$ cat src/sv/rmc_pkg.sv
// ----------------------------------------------------------------------------
// rmc_pkg: shared types and constants for the RMC field extractor
// Parse phases, field codes, queue command format and default-text tables.
// ----------------------------------------------------------------------------
package rmc_pkg;

  localparam int unsigned TIME_CHARS_DEF   = 6;
  localparam int unsigned LAT_CHARS_DEF    = 9;
  localparam int unsigned LONG_CHARS_DEF   = 10;
  localparam int unsigned SPEED_CHARS_DEF  = 7;
  localparam int unsigned COURSE_CHARS_DEF = 7;
  localparam int unsigned DATE_CHARS_DEF   = 6;

  localparam logic [7:0] COMMA = 8'h2C;

  localparam logic [3:0] LAT_DEF_LEN  = 4'd9;
  localparam logic [3:0] LONG_DEF_LEN = 4'd10;

  localparam int unsigned QUEUE_DEPTH = 4;
  localparam int unsigned QPTR_W      = 2;

  typedef enum logic [4:0] {
    PH_HDR      = 5'd0,
    PH_TIME     = 5'd1,
    PH_TSKIP    = 5'd2,
    PH_STATUS   = 5'd3,
    PH_LAT      = 5'd4,
    PH_LATSKIP  = 5'd5,
    PH_LATHEM   = 5'd6,
    PH_LONG     = 5'd7,
    PH_LONGSKIP = 5'd8,
    PH_LONGHEM  = 5'd9,
    PH_SPEED    = 5'd10,
    PH_SPDSKIP  = 5'd11,
    PH_COURSE   = 5'd12,
    PH_CRSSKIP  = 5'd13,
    PH_DATE     = 5'd14,
    PH_DONE     = 5'd15
  } parse_phase_e;

  typedef enum logic [2:0] {
    FID_TIME   = 3'd0,
    FID_LAT    = 3'd1,
    FID_LONG   = 3'd2,
    FID_SPEED  = 3'd3,
    FID_COURSE = 3'd4,
    FID_DATE   = 3'd5,
    FID_END    = 3'd6
  } field_id_e;

  typedef enum logic [1:0] {
    OP_NONE     = 2'd0,
    OP_CHAR     = 2'd1,
    OP_LAT_DEF  = 2'd2,
    OP_LONG_DEF = 2'd3
  } cmd_op_e;

  typedef struct packed {
    cmd_op_e    op;
    field_id_e  field_id;
    logic [3:0] position;
    logic [7:0] character;
    logic       eos;
  } cmd_t;

  // "00.000000"
  function automatic logic [7:0] lat_default_char(input logic [3:0] pos);
    logic [7:0] ch;
    ch = 8'h30;
    if (pos == 4'd2) ch = 8'h2E;
    return ch;
  endfunction

  // "000.000000"
  function automatic logic [7:0] long_default_char(input logic [3:0] pos);
    logic [7:0] ch;
    ch = 8'h30;
    if (pos == 4'd3) ch = 8'h2E;
    return ch;
  endfunction

endpackage

$ cat src/sv/rmc_front.sv
// ----------------------------------------------------------------------------
// rmc_front: sentence parser front end
// Tracks the comma-counting parse phase and turns each byte into one
// queue command (a character, a default run, an end record, or nothing).
// ----------------------------------------------------------------------------
module rmc_front #(
  parameter int unsigned TIME_CHARS   = rmc_pkg::TIME_CHARS_DEF,
  parameter int unsigned LAT_CHARS    = rmc_pkg::LAT_CHARS_DEF,
  parameter int unsigned LONG_CHARS   = rmc_pkg::LONG_CHARS_DEF,
  parameter int unsigned SPEED_CHARS  = rmc_pkg::SPEED_CHARS_DEF,
  parameter int unsigned COURSE_CHARS = rmc_pkg::COURSE_CHARS_DEF,
  parameter int unsigned DATE_CHARS   = rmc_pkg::DATE_CHARS_DEF
) (
  input  logic          clk_i,
  input  logic          rst_ni,
  input  logic          in_valid_i,
  output logic          in_ready_o,
  input  logic [7:0]    data_byte_i,
  input  logic          end_of_sentence_i,
  input  logic          q_full_i,
  output logic          push_o,
  output rmc_pkg::cmd_t push_cmd_o
);

  rmc_pkg::parse_phase_e phase_q, phase_d;
  logic [3:0]            cnt_q, cnt_d;
  logic [4:0]            cnt_inc;
  logic [4:0]            lim;
  logic                  lim_hit;
  logic                  comma;
  logic                  accept;
  rmc_pkg::cmd_t         cmd;

  assign in_ready_o = !q_full_i;
  assign accept     = in_valid_i && in_ready_o;
  assign comma      = (data_byte_i == rmc_pkg::COMMA);
  assign cnt_inc    = {1'b0, cnt_q} + 5'd1;

  always_comb begin
    case (phase_q)
      rmc_pkg::PH_TIME:   lim = 5'(TIME_CHARS);
      rmc_pkg::PH_LAT:    lim = 5'(LAT_CHARS);
      rmc_pkg::PH_LONG:   lim = 5'(LONG_CHARS);
      rmc_pkg::PH_SPEED:  lim = 5'(SPEED_CHARS);
      rmc_pkg::PH_COURSE: lim = 5'(COURSE_CHARS);
      rmc_pkg::PH_DATE:   lim = 5'(DATE_CHARS);
      default:            lim = 5'd16;
    endcase
  end

  assign lim_hit = (cnt_inc >= lim);

  always_comb begin
    phase_d       = phase_q;
    cnt_d         = cnt_q;
    cmd.op        = rmc_pkg::OP_NONE;
    cmd.field_id  = rmc_pkg::FID_TIME;
    cmd.position  = cnt_q;
    cmd.character = data_byte_i;
    cmd.eos       = end_of_sentence_i;

    case (phase_q)
      rmc_pkg::PH_HDR: begin
        if (comma) phase_d = rmc_pkg::PH_TIME;
      end
      rmc_pkg::PH_TIME, rmc_pkg::PH_DATE: begin
        // fixed window: commas are captured as data
        cmd.op       = rmc_pkg::OP_CHAR;
        cmd.field_id = (phase_q == rmc_pkg::PH_TIME) ? rmc_pkg::FID_TIME
                                                      : rmc_pkg::FID_DATE;
        cnt_d        = cnt_inc[3:0];
        if (lim_hit) begin
          phase_d = (phase_q == rmc_pkg::PH_TIME) ? rmc_pkg::PH_TSKIP
                                                   : rmc_pkg::PH_DONE;
          cnt_d   = 4'd0;
        end
      end
      rmc_pkg::PH_TSKIP: begin
        if (comma) phase_d = rmc_pkg::PH_STATUS;
      end
      rmc_pkg::PH_STATUS: begin
        if (comma) phase_d = rmc_pkg::PH_LAT;
      end
      rmc_pkg::PH_LAT: begin
        if (comma) begin
          if (cnt_q == 4'd0) cmd.op = rmc_pkg::OP_LAT_DEF;
          phase_d = rmc_pkg::PH_LATHEM;
          cnt_d   = 4'd0;
        end else begin
          cmd.op       = rmc_pkg::OP_CHAR;
          cmd.field_id = rmc_pkg::FID_LAT;
          cnt_d        = cnt_inc[3:0];
          if (lim_hit) begin
            phase_d = rmc_pkg::PH_LATSKIP;
            cnt_d   = 4'd0;
          end
        end
      end
      rmc_pkg::PH_LATSKIP: begin
        if (comma) phase_d = rmc_pkg::PH_LATHEM;
      end
      rmc_pkg::PH_LATHEM: begin
        if (comma) phase_d = rmc_pkg::PH_LONG;
      end
      rmc_pkg::PH_LONG: begin
        if (comma) begin
          if (cnt_q == 4'd0) cmd.op = rmc_pkg::OP_LONG_DEF;
          phase_d = rmc_pkg::PH_LONGHEM;
          cnt_d   = 4'd0;
        end else begin
          cmd.op       = rmc_pkg::OP_CHAR;
          cmd.field_id = rmc_pkg::FID_LONG;
          cnt_d        = cnt_inc[3:0];
          if (lim_hit) begin
            phase_d = rmc_pkg::PH_LONGSKIP;
            cnt_d   = 4'd0;
          end
        end
      end
      rmc_pkg::PH_LONGSKIP: begin
        if (comma) phase_d = rmc_pkg::PH_LONGHEM;
      end
      rmc_pkg::PH_LONGHEM: begin
        if (comma) phase_d = rmc_pkg::PH_SPEED;
      end
      rmc_pkg::PH_SPEED, rmc_pkg::PH_COURSE: begin
        if (comma) begin
          phase_d = (phase_q == rmc_pkg::PH_SPEED) ? rmc_pkg::PH_COURSE
                                                    : rmc_pkg::PH_DATE;
          cnt_d   = 4'd0;
        end else begin
          cmd.op       = rmc_pkg::OP_CHAR;
          cmd.field_id = (phase_q == rmc_pkg::PH_SPEED) ? rmc_pkg::FID_SPEED
                                                         : rmc_pkg::FID_COURSE;
          cnt_d        = cnt_inc[3:0];
          if (lim_hit) begin
            phase_d = (phase_q == rmc_pkg::PH_SPEED) ? rmc_pkg::PH_SPDSKIP
                                                      : rmc_pkg::PH_CRSSKIP;
            cnt_d   = 4'd0;
          end
        end
      end
      rmc_pkg::PH_SPDSKIP: begin
        if (comma) phase_d = rmc_pkg::PH_COURSE;
      end
      rmc_pkg::PH_CRSSKIP: begin
        if (comma) phase_d = rmc_pkg::PH_DATE;
      end
      default: begin
        // done: ignore bytes until the sentence ends
      end
    endcase

    if (end_of_sentence_i) begin
      phase_d = rmc_pkg::PH_HDR;
      cnt_d   = 4'd0;
    end
  end

  // drop bytes that produce no result
  assign push_o     = accept && ((cmd.op != rmc_pkg::OP_NONE) || cmd.eos);
  assign push_cmd_o = cmd;

  always_ff @(posedge clk_i or negedge rst_ni) begin
    if (!rst_ni) begin
      phase_q <= rmc_pkg::PH_HDR;
      cnt_q   <= 4'd0;
    end else if (accept) begin
      phase_q <= phase_d;
      cnt_q   <= cnt_d;
    end
  end

endmodule

$ cat src/sv/rmc_queue.sv
// ----------------------------------------------------------------------------
// rmc_queue: command queue between parser and result sequencer
// Small register FIFO so the front and the back stall independently.
// ----------------------------------------------------------------------------
module rmc_queue (
  input  logic          clk_i,
  input  logic          rst_ni,
  input  logic          push_i,
  input  rmc_pkg::cmd_t push_cmd_i,
  output logic          full_o,
  input  logic          pop_i,
  output logic          empty_o,
  output rmc_pkg::cmd_t head_o
);

  rmc_pkg::cmd_t                 mem_q [rmc_pkg::QUEUE_DEPTH];
  logic [rmc_pkg::QPTR_W-1:0]    wr_ptr_q, rd_ptr_q;
  logic [rmc_pkg::QPTR_W:0]      count_q;

  assign full_o  = (count_q == (rmc_pkg::QPTR_W+1)'(rmc_pkg::QUEUE_DEPTH));
  assign empty_o = (count_q == '0);
  assign head_o  = mem_q[rd_ptr_q];

  always_ff @(posedge clk_i) begin
    if (push_i) mem_q[wr_ptr_q] <= push_cmd_i;
  end

  always_ff @(posedge clk_i or negedge rst_ni) begin
    if (!rst_ni) begin
      wr_ptr_q <= '0;
      rd_ptr_q <= '0;
      count_q  <= '0;
    end else begin
      if (push_i) wr_ptr_q <= wr_ptr_q + 1'b1;
      if (pop_i)  rd_ptr_q <= rd_ptr_q + 1'b1;
      case ({push_i, pop_i})
        2'b10:   count_q <= count_q + 1'b1;
        2'b01:   count_q <= count_q - 1'b1;
        default: count_q <= count_q;
      endcase
    end
  end

  a_no_push_full: assert property (@(posedge clk_i) disable iff (!rst_ni)
    !(push_i && full_o))
    else $error("push into full command queue");

  a_no_pop_empty: assert property (@(posedge clk_i) disable iff (!rst_ni)
    !(pop_i && empty_o))
    else $error("pop from empty command queue");

  a_count_range: assert property (@(posedge clk_i) disable iff (!rst_ni)
    count_q <= (rmc_pkg::QPTR_W+1)'(rmc_pkg::QUEUE_DEPTH))
    else $error("command queue count out of range");

endmodule

$ cat src/sv/rmc_back.sv
// ----------------------------------------------------------------------------
// rmc_back: result sequencer
// Expands the queue head into results: one character or a default text run,
// and/or an end record, flagging the final result of each byte.
// ----------------------------------------------------------------------------
module rmc_back (
  input  logic          clk_i,
  input  logic          rst_ni,
  input  logic          q_empty_i,
  input  rmc_pkg::cmd_t head_i,
  output logic          pop_o,
  output logic          out_valid_o,
  input  logic          out_ready_i,
  output logic [2:0]    field_id_o,
  output logic [3:0]    position_o,
  output logic [7:0]    character_o,
  output logic          run_last_o
);

  logic [3:0] idx_q;
  logic [3:0] body_len;
  logic       in_body;
  logic       fire;

  always_comb begin
    case (head_i.op)
      rmc_pkg::OP_CHAR:     body_len = 4'd1;
      rmc_pkg::OP_LAT_DEF:  body_len = rmc_pkg::LAT_DEF_LEN;
      rmc_pkg::OP_LONG_DEF: body_len = rmc_pkg::LONG_DEF_LEN;
      default:              body_len = 4'd0;
    endcase
  end

  assign in_body     = (idx_q < body_len);
  assign out_valid_o = !q_empty_i;
  assign fire        = out_valid_o && out_ready_i;

  always_comb begin
    field_id_o  = 3'(rmc_pkg::FID_END);
    position_o  = 4'd0;
    character_o = 8'd0;
    if (in_body) begin
      case (head_i.op)
        rmc_pkg::OP_LAT_DEF: begin
          field_id_o  = 3'(rmc_pkg::FID_LAT);
          position_o  = idx_q;
          character_o = rmc_pkg::lat_default_char(idx_q);
        end
        rmc_pkg::OP_LONG_DEF: begin
          field_id_o  = 3'(rmc_pkg::FID_LONG);
          position_o  = idx_q;
          character_o = rmc_pkg::long_default_char(idx_q);
        end
        default: begin
          field_id_o  = 3'(head_i.field_id);
          position_o  = head_i.position;
          character_o = head_i.character;
        end
      endcase
    end
  end

  assign run_last_o = !in_body || ((idx_q == body_len - 4'd1) && !head_i.eos);
  assign pop_o      = fire && run_last_o;

  always_ff @(posedge clk_i or negedge rst_ni) begin
    if (!rst_ni) begin
      idx_q <= 4'd0;
    end else if (fire) begin
      idx_q <= run_last_o ? 4'd0 : idx_q + 4'd1;
    end
  end

  a_idx_range: assert property (@(posedge clk_i) disable iff (!rst_ni)
    idx_q <= rmc_pkg::LONG_DEF_LEN)
    else $error("run index out of range");

  a_end_is_last: assert property (@(posedge clk_i) disable iff (!rst_ni)
    out_valid_o && (field_id_o == 3'(rmc_pkg::FID_END)) |-> run_last_o)
    else $error("end record not flagged as last");

  a_run_continues: assert property (@(posedge clk_i) disable iff (!rst_ni)
    fire && !run_last_o |=> out_valid_o && (idx_q != 4'd0))
    else $error("result run broken before its last result");

endmodule

$ cat src/sv/nmea_rmc_field_extractor_unit.sv
// ----------------------------------------------------------------------------
// nmea_rmc_field_extractor_unit: RMC sentence field tagger
// Tags time, position, speed, course and date characters of an RMC
// sentence by comma counting, with default text for empty coordinates.
// ----------------------------------------------------------------------------
//  channel  | direction | handshake              | payload
//  ---------+-----------+------------------------+---------------------------
//  in       | input     | in_valid_i/in_ready_o   | data_byte_i, end_of_sentence_i
//  out      | output    | out_valid_o/out_ready_i | field_id_o, position_o,
//           |           |                         | character_o, run_last_o
//
//  One byte is accepted per cycle while the four-entry command queue has room.
//  A byte that opens an empty coordinate yields a run of 9 or 10 results
//  (plus one for an end record), so the output sequencer sets the rate during
//  default runs. Bytes that produce no result never enter the queue.
//  Reset returns the parser to header skip and empties the queue.
// ----------------------------------------------------------------------------
module nmea_rmc_field_extractor_unit #(
  parameter int unsigned TIME_CHARS   = rmc_pkg::TIME_CHARS_DEF,
  parameter int unsigned LAT_CHARS    = rmc_pkg::LAT_CHARS_DEF,
  parameter int unsigned LONG_CHARS   = rmc_pkg::LONG_CHARS_DEF,
  parameter int unsigned SPEED_CHARS  = rmc_pkg::SPEED_CHARS_DEF,
  parameter int unsigned COURSE_CHARS = rmc_pkg::COURSE_CHARS_DEF,
  parameter int unsigned DATE_CHARS   = rmc_pkg::DATE_CHARS_DEF
) (
  input  logic       clk_i,
  input  logic       rst_ni,
  input  logic       in_valid_i,
  output logic       in_ready_o,
  input  logic [7:0] data_byte_i,
  input  logic       end_of_sentence_i,
  output logic       out_valid_o,
  input  logic       out_ready_i,
  output logic [2:0] field_id_o,
  output logic [3:0] position_o,
  output logic [7:0] character_o,
  output logic       run_last_o
);

  logic          push;
  logic          pop;
  logic          q_full;
  logic          q_empty;
  rmc_pkg::cmd_t push_cmd;
  rmc_pkg::cmd_t head;

  rmc_front #(
    .TIME_CHARS   (TIME_CHARS),
    .LAT_CHARS    (LAT_CHARS),
    .LONG_CHARS   (LONG_CHARS),
    .SPEED_CHARS  (SPEED_CHARS),
    .COURSE_CHARS (COURSE_CHARS),
    .DATE_CHARS   (DATE_CHARS)
  ) u_front (
    .clk_i             (clk_i),
    .rst_ni            (rst_ni),
    .in_valid_i        (in_valid_i),
    .in_ready_o        (in_ready_o),
    .data_byte_i       (data_byte_i),
    .end_of_sentence_i (end_of_sentence_i),
    .q_full_i          (q_full),
    .push_o            (push),
    .push_cmd_o        (push_cmd)
  );

  rmc_queue u_queue (
    .clk_i      (clk_i),
    .rst_ni     (rst_ni),
    .push_i     (push),
    .push_cmd_i (push_cmd),
    .full_o     (q_full),
    .pop_i      (pop),
    .empty_o    (q_empty),
    .head_o     (head)
  );

  rmc_back u_back (
    .clk_i       (clk_i),
    .rst_ni      (rst_ni),
    .q_empty_i   (q_empty),
    .head_i      (head),
    .pop_o       (pop),
    .out_valid_o (out_valid_o),
    .out_ready_i (out_ready_i),
    .field_id_o  (field_id_o),
    .position_o  (position_o),
    .character_o (character_o),
    .run_last_o  (run_last_o)
  );

endmodule

$ cat config.mk
export PLATFORM = sky130hd
export DESIGN_NAME = nmea_rmc_field_extractor_unit
export DESIGN_NICKNAME = d
export VERILOG_FILES = /design/src/sv/rmc_pkg.sv /design/src/sv/rmc_front.sv /design/src/sv/rmc_queue.sv /design/src/sv/rmc_back.sv /design/src/sv/nmea_rmc_field_extractor_unit.sv
export SDC_FILE = /design/constraint.sdc
export NUM_CORES = 1
export LEC_CHECK = 0
export BUFFER_PORTS_ARGS = -buffer_cell sky130_fd_sc_hd__buf_2
export CAP_MARGIN = 20
export CORE_ASPECT_RATIO = 0.75
export CORE_MARGIN = 10
export CORE_UTILIZATION = 58
export DETAILED_ROUTE_END_ITERATION = 12
export GPL_TIMING_DRIVEN = 0
export PLACE_DENSITY = 0.77
export SYNTH_ARGS = -nofsm -noshare
export SYNTH_HDL_FRONTEND = slang
export SYNTH_SLANG_ARGS = --single-unit
export TNS_END_PERCENT = 30
$ cat constraint.sdc
create_clock -name clk_i -period 4.7 [get_ports clk_i]
set_input_delay 0.47 -clock clk_i [delete_from_list [all_inputs] [get_ports clk_i]]
set_output_delay 0.47 -clock clk_i [all_outputs]
set_load 0.005 [all_outputs]
==> metrics.yaml <==
rr_worst_depth: 14
via_per_inst: 5.840
slew_violations: 0
drive_gt1_share_pct: 22.13
cp_common_cell: "ha_1"
diodes: 0
maxSlewHeadroom_pct: 35.97
yosysWarnings: 0
drt_iter0_markers: 220
syn_area_per_cell_um2: 13.82
num_rows: 27
cts_hold_buf: 0
syn_area_mm2: 0.004561
leakagePower_nw: 1.967
drt-total-wl_um: 9301
drc_errors: 0
min_period_over_period_pct: 92.70
die_h_um: 96.80
hold_path_class: "in -> async"
wl_met2_um: 4159
tns_ns: 0
ant_nets: 0
tightest_slew_ns: 0.9605
cp_cell_sequence: "buf_2 > mux4_2 > inv_1 > ha_1 > ha_1 > or4_1 > o211ai_2 > and2_1 > ha_1 > inv_1 > fa_1 > xor2_1 > nor2_1 > xor2_1"
grt_overflow_total: 0
worstReg2RegEnd: "u_queue.count_q[2]"
fillers: 557
synth_cell_type_count: 61
wl_met1_um: 4341
start_kind: "flip-flop"
power_density_mw_per_mm2: 597.0
die-area_mm2: 0.01185
ys_seq_area_share_pct: 57.83
synth_nets: 368
die_x_um: 122.4
setup_viol: 0
status: "complete, no violations"
cp_data_required_time_ns: 4.99
wire_per_inst_um: 19.54
timing.max_cap.violations: 0
clock.fmax_mhz: 229.5
cp_max_fo: 10
clkLatencyLatePin_ns: 0.36
cts.path.max_buffers: 2
final_cells: 476
cts_buffers: 9
slowest_stage: "mux4_2"
place_inst: 461
critPathKind: "reg -> reg"
drtPass1Iterations: 4
synth_edf_count: 72
grt_pass1_vias: 2784
grt_usage_pct: 15.99
nets: 408
core_mm2: 0.007500
synthFlopType: "edfxtp_1"
yosys_register_bits: 91
hold_viol: 0
antenna_found_initial: 0
ios: 31
rsz0062_at_grt: "no"
clkTransAtPathRegs_ns: 0.09
endpoint_kind: "flip-flop"
synth_cells: 330
grt_max_degree: 20
cts_sinks: 91
cts_root_buffer: "clkbuf_8"
area_delta_synth_final_pct: 10.89
setup.worst_path.start: "u_queue.rd_ptr_q[0]"
met3_length_um: 648
max-vdd-ir-drop_v: 0.0004118
finClkSkew_ns: 0.01661
grt_pass1_wl_um: 14700
cts_tree: "done"
synth-async-reset-ratio_pct: 20.88
start_util_pct: 60.81
critPathMaxStageDelay_ns: 0.63
fin_crit_ns: 4.357
dr_total_vias: 2780
r2r-start: "u_queue.rd_ptr_q[0]"
rrSetupSlack_ns: 0.34
numPortBuffers: 30
critical_path_arrival_ns: 4.64
dp_hpwl_um: 6618
htree_levels: 3
routed.top_layer: "met4"
place.gp.congestion: 0.9444
==> power by group <==
part           internal, mW  switching (mW)  total (mW)  leakage, nW
registers              1.01          0.0687        1.07        0.911
clock network         0.310           0.256       0.565        0.112
logic                 0.603           0.777        1.38        0.944
total                  1.92            1.10        3.02         1.97
==> critical path, delay by kind of cell (launching register included) <==
kind,cells,cell delay [ns]
XOR/XNOR,2,0.30
adder cells (fa/ha/maj),4,1.14
AO/OA/AOI/OAI,1,0.30
AND/OR/NAND/NOR,3,0.95
multiplexers,1,0.63
buffers and inverters,3,0.57
flip-flops,1,0.39
==> worst max-delay path by stage <==
stage                         end  cells after the start
2_1_floorplan  u_queue.count_q[2]                     14
3_3_place_gp   u_queue.count_q[2]                     17
3_5_place_dp   u_queue.count_q[2]                     17
4_1_cts            character_o[3]                     13
5_1_grt            character_o[3]                     12
6_report       u_queue.count_q[2]                     14
==> cells by family (layout without fill, tap and decap cells) <==
kind of cell / count (synthesis) / count (layout) / synth area share, %
DFF: 91 / 91 / 57.83
buffers and inverters: 35 / 80 / 3.155
muxes: 25 / 25 / 10.53
adders and majority gates: 26 / 26 / 7.243
AOI/OAI and AO/OA: 55 / 55 / 8.560
and+or+nand+nor: 86 / 86 / 10.37
xor gates and xnor gates: 12 / 12 / 2.305
==> Yosys cell counts, types with 3 or more instances <==
library cell	n	area (um^2)
edfxtp_1	72	2162
ha_1	24	300.3
nand2_1	22	82.58
dfrtp_1	19	475.5
inv_1	18	67.56
mux4_2	18	405.4
nor2_1	18	67.56
o21ai_0	10	50.05
a21oi_1	8	40.04
and2_1	8	50.05
nand3_1	8	40.04
xor2_1	7	61.31
nor2b_1	6	37.54
buf_2	5	25.02
clkbuf_1	5	18.77
xnor2_1	5	43.79
a22o_1	4	35.03
mux2_2	4	45.04
o22ai_1	4	25.02
a211oi_1	3	22.52
a31oi_1	3	18.77
and3_1	3	18.77
mux2i_1	3	30.03
nand2b_1	3	18.77
o21a_1	3	22.52
o31ai_1	3	22.52
o41ai_1	3	26.28
==> layout by cell type, fill, tap and decap left out, types with 5 or more instances in the layout <==
cell | netlist | final
nand3_1 | 8 | 8
edfxtp_1 | 72 | 72
a21oi_1 | 8 | 8
xnor2_1 | 5 | 5
xor2_1 | 7 | 7
clkbuf_8 | 0 | 11
nor2b_1 | 6 | 6
mux4_2 | 18 | 18
and2_1 | 8 | 8
buf_2 | 5 | 35
nor2_1 | 18 | 18
dfrtp_1 | 19 | 19
o21ai_0 | 10 | 10
clkbuf_1 | 5 | 6
ha_1 | 24 | 24
inv_1 | 18 | 18
nand2_1 | 22 | 22
==> flip-flops by register name (all words and copies together), names as in the netlist <==
signal	cells
u_queue.mem_q	72
u_back.idx_q	4
u_front.cnt_q	4
u_front.phase_q	4
u_queue.count_q	3
u_queue.rd_ptr_q	2
u_queue.wr_ptr_q	2
==> per-stage QoR <==
step	area, um^2	hold WS, ns	util (%)	worst slack [ns]	power (mW)
finish	5057	0.06553	67.43	0.3429	3.019
global route	5057	0.08606	67.43	0.01249	3.236
CTS	5061	0.07611	67.48	0.00008704	3.053
floorplan	4561	0.1744	-	0.7954	2.011
detailed placement	4837	0.4681	64.50	0.09131	2.477
global placement	4837	0.4627	64.50	0.1034	2.452
==> layer usage <==
layer,GRT usage (%),up-vias
met3,4.114,11
met1,23.01,1354
met2,22.62,87
met5,0,-
met4,6.014,0
li1,-,1328
==> final cells by class <==
class | instances | area, um^2 | share of cell area, %
Timing Repair Buffer | 30 | 150.1 | 2.969
Multi-Input combinational cell | 204 | 1779 | 35.18
Buffer | 12 | 55.05 | 1.089
Clock buffer | 14 | 183.9 | 3.637
Sequential cell | 91 | 2638 | 52.15
Tap cell | 101 | 126.4 | 2.499
Clock inverter | 2 | 38.79 | 0.7669
Inverter | 22 | 86.33 | 1.707
==> timing repair <==
item                                    4_1_cts  5_1_grt
buffers inserted                              0        0
endpoints found under the hold margin         0        0
gates resized for setup                       1        0
endpoints found under the setup margin        3       16
Power figures use the tool's default switching activity.
